===== config.mk =====
export PLATFORM = sky130hd
export DESIGN_NAME = cbpg_seq
export DESIGN_NICKNAME = d
export VERILOG_FILES = /design/src/rtl/core/cbpg_pkg.sv /design/src/rtl/core/cbpg_seq.sv
export SDC_FILE = /design/constraint.sdc
export NUM_CORES = 1
export LEC_CHECK = 0
export ABC_CLOCK_PERIOD_IN_PS = 9300
export BUFFER_PORTS_ARGS = -buffer_cell sky130_fd_sc_hd__buf_2
export CAP_MARGIN = 5
export CORE_MARGIN = 2
export CORE_UTILIZATION = 52
export CTS_CLUSTER_DIAMETER = 200
export CTS_CLUSTER_SIZE = 25
export DETAILED_ROUTE_END_ITERATION = 8
export PLACE_DENSITY = 0.86
export SKIP_LAST_GASP = 1
export SYNTH_ARGS = -nofsm -noshare
export SYNTH_HDL_FRONTEND = slang
export SYNTH_SLANG_ARGS = --single-unit

===== constraint.sdc =====
create_clock -name clk -period 9.3 [get_ports clk]
set_clock_uncertainty 0.05 [all_clocks]
set_input_delay 2.79 -clock clk [delete_from_list [all_inputs] [get_ports clk]]
set_output_delay 2.79 -clock clk [all_outputs]
set_load 0.03 [all_outputs]

===== src/rtl/core/cbpg_pkg.sv =====
// shared types and constants for the cubic bezier point generator
// no dependencies
package cbpg_pkg;

    localparam int COORD_W = 12;
    localparam int IDX_W   = 6;
    localparam int T_W     = 17;
    localparam int WT_W    = 49;
    localparam int PROD_W  = 62;
    localparam int SUM_W   = 64;
    localparam int FRAC_W  = 48;

    localparam logic [T_W-1:0]   T_ONE      = 17'h10000;
    localparam logic [T_W-1:0]   STEP_RESET = 17'd5898;
    localparam logic [IDX_W-1:0] IDX_MAX    = 6'd62;

    typedef logic signed [COORD_W-1:0] coord_t;

    // control points of one curve
    typedef struct packed {
        coord_t [3:0] x;
        coord_t [3:0] y;
    } pts_t;

    // per-sample control traveling with the data
    typedef struct packed {
        logic             valid;
        logic [IDX_W-1:0] idx;
        logic             last;
    } tag_t;

    // sample issued by the sequencer
    typedef struct packed {
        tag_t           tag;
        logic [T_W-1:0] t;
        pts_t           pts;
    } samp_t;

    // bernstein weights of one sample
    typedef struct packed {
        tag_t                 tag;
        logic [3:0][WT_W-1:0] w;
        pts_t                 pts;
    } wts_t;

endpackage


===== src/rtl/core/cbpg_seq.sv =====
// sample sequencer: holds the step register and walks t across one curve
// depends on cbpg_pkg
module cbpg_seq
    import cbpg_pkg::*;
(
    input  logic           clk,
    input  logic           rst_n,
    input  logic           start,
    output logic           busy,
    input  logic           cfg_we,
    input  logic [T_W-1:0] cfg_data,
    input  pts_t           pts_in,
    output samp_t          samp
);

    logic [T_W-1:0]   step_reg;
    logic             active_reg;
    logic             active_next;
    logic [T_W-1:0]   t_reg;
    logic [T_W-1:0]   t_next;
    logic [IDX_W-1:0] idx_reg;
    logic [IDX_W-1:0] idx_next;
    pts_t             pts_reg;
    pts_t             pts_next;
    logic [T_W:0]     t_adv;
    logic             last_w;
    logic             accept;

    // end of curve: index cap reached or next t would pass 1.0
    assign t_adv  = {1'b0, t_reg} + {1'b0, step_reg};
    assign last_w = (idx_reg == IDX_MAX) || (t_adv > {1'b0, T_ONE});
    assign busy   = active_reg & ~last_w;
    assign accept = start & ~busy;

    // next state
    always_comb
    begin
        active_next = active_reg;
        t_next      = t_reg;
        idx_next    = idx_reg;
        pts_next    = pts_reg;
        if (accept)
        begin
            active_next = 1'b1;
            t_next      = '0;
            idx_next    = '0;
            pts_next    = pts_in;
        end
        else if (active_reg)
        begin
            if (last_w)
            begin
                active_next = 1'b0;
            end
            else
            begin
                t_next   = t_adv[T_W-1:0];
                idx_next = idx_reg + 6'd1;
            end
        end
    end

    // control and step register
    always_ff @(posedge clk or negedge rst_n)
    begin
        if (!rst_n)
        begin
            active_reg <= 1'b0;
            step_reg   <= STEP_RESET;
        end
        else
        begin
            active_reg <= active_next;
            if (cfg_we)
            begin
                step_reg <= cfg_data;
            end
        end
    end

    // payload
    always_ff @(posedge clk)
    begin
        t_reg   <= t_next;
        idx_reg <= idx_next;
        pts_reg <= pts_next;
    end

    assign samp.tag.valid = active_reg;
    assign samp.tag.idx   = idx_reg;
    assign samp.tag.last  = last_w;
    assign samp.t         = t_reg;
    assign samp.pts       = pts_reg;

endmodule


==> reports/metrics.yaml <==
outcome:
  status: "finished, final reports clean"
floorplanning:
  coreArea_sq_um: 10700
  initial_core_util_pct: 52.8
  boundaryPins: 239
  die_x_microns: 108
  dieArea_sq_um: 11800
  placementRows: 38
  die_h_microns: 108
cells_and_area:
  layout_commonest_cell: "sky130_fd_sc_hd__buf_2"
  final_util_pct: 70.1
  net_count_final: 761
  final_cell_mix: "238 x sky130_fd_sc_hd__buf_2, 96 x sky130_fd_sc_hd__edfxtp_1, 23 x sky130_fd_sc_hd__mux2_2, 23 x sky130_fd_sc_hd__dfxtp_1, 19 x sky130_fd_sc_hd__ha_1"
  n_fill_cell: 792
  largest_register_ffs: 96
  finalNonFillerCells: 778
  final_cell_area_sq_um: 7540
  post_route_cells_drive_above_1_share_pct: 49.6
  synthToLayoutAreaGrowth_pct: 32.9
grt:
  grt_pass1_vias: 4208
  grt_overflow: 0
  grt_antenna_before_repair: 2
  grt_use_total_pct: 26.4
  grt_start_max_net_pins: 97
  grt_pass1_wl_microns: 22700
min_path:
  min_to: "t_reg[6]"
  min-delay-path-class: "reg2reg"
  hp-start: "t_reg[6]"
  timing.hold.worst_path_depth: 2
worst_setup_path:
  crit_path_end_kind: "primary output"
  worst_r2r_startpoint: "step_reg[0]"
  critical_path_class: "reg2out"
  ff2ff_setup_slack_ps: 4550
  largest_stage_delay_worst_path_ps: 740
  worstPathRequired_ps: 6460
  crit_path_max_fanout: 18
  cpMaxStageDelayCell: "sky130_fd_sc_hd__or4_1"
  rr_worst_depth: 10
  critical_path.reg2reg.endpoint: "samp[30]"
  crit_path_start_kind: "flop"
  worstPathArrival_ps: 4620
  crit_buf_inv: 1
  critical-path-top-delay-family: "simple AND/OR/NAND/NOR gates"
  crit_path_cell_trace: "ha_1, fa_1, a211oi_4, nor4_2, or4_4, a2111oi_4, nand4_1, or4_1, nand2_2, buf_2"
clock_network:
  cts-htree-levels: 4
  ctsRootBufferMaster: "sky130_fd_sc_hd__clkbuf_8"
  worst_skew_pair.late_latency_ps: 530
  tritoncts.num_buffers: 17
  cts.reportedPaths.clkPinSlew_ps: 60
  number_of_sinks_driven_by_the_clock_tree: 137
  holdBufCountCts: 0
  postCtsSetupBuffers: 0
  cts-resized-gates: 0
  tritoncts: "done"
  cts_buffer_depth: 2
route:
  met2RoutedLength_microns: 7880
  drt.antenna.violating_nets: 0
  detail_route.drc_violations: 0
  routed_via_density: 5.55
  wl_met1_microns: 5400
  met3WireLength_microns: 1580
  wl_per_cell_microns: 19.8
  drt_first_iter_violations: 434
  routed-via-count: 4317
  drt-pass1-iter-count: 5
  drt_wl_total_microns: 15400
  highest-signal-layer: "met5"
synth:
  syn_avg_cell_area_sq_um: 14.9
  edff_count_synth: 96
  ys_ff_latch: 137
  synth_sequential_area_ratio_pct: 67.0
  syn_inst: 381
  yosysWarnings: 0
  ys_types: 69
  primary_flip_flop_cell_chosen_by_synthesis_mapping: "sky130_fd_sc_hd__edfxtp_1"
  synth.net_count: 518
  synthesis.area_sq_um: 5670
  async_flop_share_pct: 13.1
power_and_ir_drop:
  clock_share_of_power_pct: 26.0
  switching_power_of_the_nets_mw: 0.950
  power.switching_fraction_pct: 38.3
  p_leak_nw: 3.28
  p_int_mw: 1.53
  power-per-cell-area_nw_per_um2: 329
  power.share.sequential_pct: 35.3
  irDropWorstVdd_mv: 0.209
  total_power_mw: 2.48
  comb_power_share_pct: 38.7
sta:
  grt_setup_unrepaired: "false"
  final_min_period_over_clock_period_pct: 80.2
  hold_viol_final: 0
  fin_max_slew_vios: 0
  fmax_mhz: 134
  max_slew_margin_pct: 21.5
  timing.final.crit_period_ps: 7460
  finalSetupTns_ps: 0
  setup_viol: 0
  tightestPinTransition_ps: 1180
placed_design:
  dp_hpwl_microns: 11500
  detailed_place.area_sq_um: 6960
  place_congestion: 0.920
  numPortBuffers: 238
  dp_cells: 745
run:
  cap_violations: 0
[power by group through the flow]
| stage | registers [mW] | logic, mW | clock network, mW |
|---|---|---|---|
| after floorplan | 1.11 | 0.470 | 0 |
| after global placement | 0.879 | 0.925 | 0 |
| after detailed placement | 0.886 | 0.948 | 0 |
| after CTS | 0.877 | 0.952 | 0.651 |
| after global routing | 0.890 | 1.03 | 0.677 |
| final | 0.875 | 0.958 | 0.643 |
[worst min-delay path, stage by stage (launching register included)]
cell and delay (ps):
sky130_fd_sc_hd__dfxtp_1 320, sky130_fd_sc_hd__nand2b_1 70, sky130_fd_sc_hd__mux2i_1 50
[metrics by stage]
stage / hold WS [ps] / worst slack (ps)
after floorplan: 435 / 2890
after global placement: 427 / 2540
after detailed placement: 429 / 2410
after CTS: 442 / 1850
after global routing: 465 / 1650
final: 441 / 1840
[layout make-up]
class / count / area [sq um] / share of cell area (%)
repair buffers: 239 / 1200 / 15.9
well taps: 140 / 175 / 2.32
clock buffers: 21 / 449 / 5.96
flip-flops and latches: 137 / 3800 / 50.4
clock inverters: 11 / 121 / 1.61
multi-input cells: 222 / 1760 / 23.4
inverters: 7 / 26.3 / 0.349
diodes: 1 / 2.50 / 0.0332
[per-layer routing]
| metal | vias to the layer above | global-route usage, % |
|---|---|---|
| li1 | 1968 | - |
| met1 | 2083 | 28.8 |
| met2 | 223 | 45.8 |
| met3 | 41 | 10.1 |
| met4 | 2 | 11.3 |
| met5 | - | 0 |
[cell usage after synthesis, drive strengths merged (5+ instances only)]
| master | n | share of area [%] |
|---|---|---|
| dfxtp | 23 | 8.1 |
| ha | 19 | 4.2 |
| mux2 | 23 | 4.6 |
| dfrtp | 12 | 5.3 |
| buf | 6 | 0.88 |
| nor2b | 7 | 0.77 |
| o21ai | 10 | 0.88 |
| a21o | 8 | 1.1 |
| nand2b | 11 | 1.2 |
| inv | 7 | 0.46 |
| nor2 | 17 | 1.1 |
| dfstp | 6 | 2.8 |
| mux2i | 8 | 1.4 |
| nor3 | 5 | 0.44 |
| a21oi | 14 | 1.2 |
| edfxtp | 96 | 51 |
| nand4 | 7 | 0.77 |
| clkbuf | 9 | 0.60 |
| nand2 | 12 | 0.84 |
| nand3 | 7 | 0.62 |
[how the worst max path moves through the flow]
stage	startpoint	endpoint	slack, ps	cells after the start
after floorplan	t_reg[0]	busy	2890	11
after global placement	step_reg[0]	busy	2540	10
after detailed placement	step_reg[0]	busy	2410	10
after CTS	step_reg[0]	busy	1850	10
after global routing	step_reg[0]	busy	1650	10
final	step_reg[0]	busy	1840	10
[cell families after synthesis]
family                   after synthesis  synth area share [%]
flip-flops                           137                  67.0
adder cells (fa/ha/maj)               20                  4.55
multiplexers                          31                  5.98
AO/OA/AOI/OAI                         75                  10.4
XOR/XNOR                               6                 0.927
AND/OR/NAND/NOR                       90                  9.12
buffers and inverters                 22                  1.94
Power figures use the tool's default switching activity.
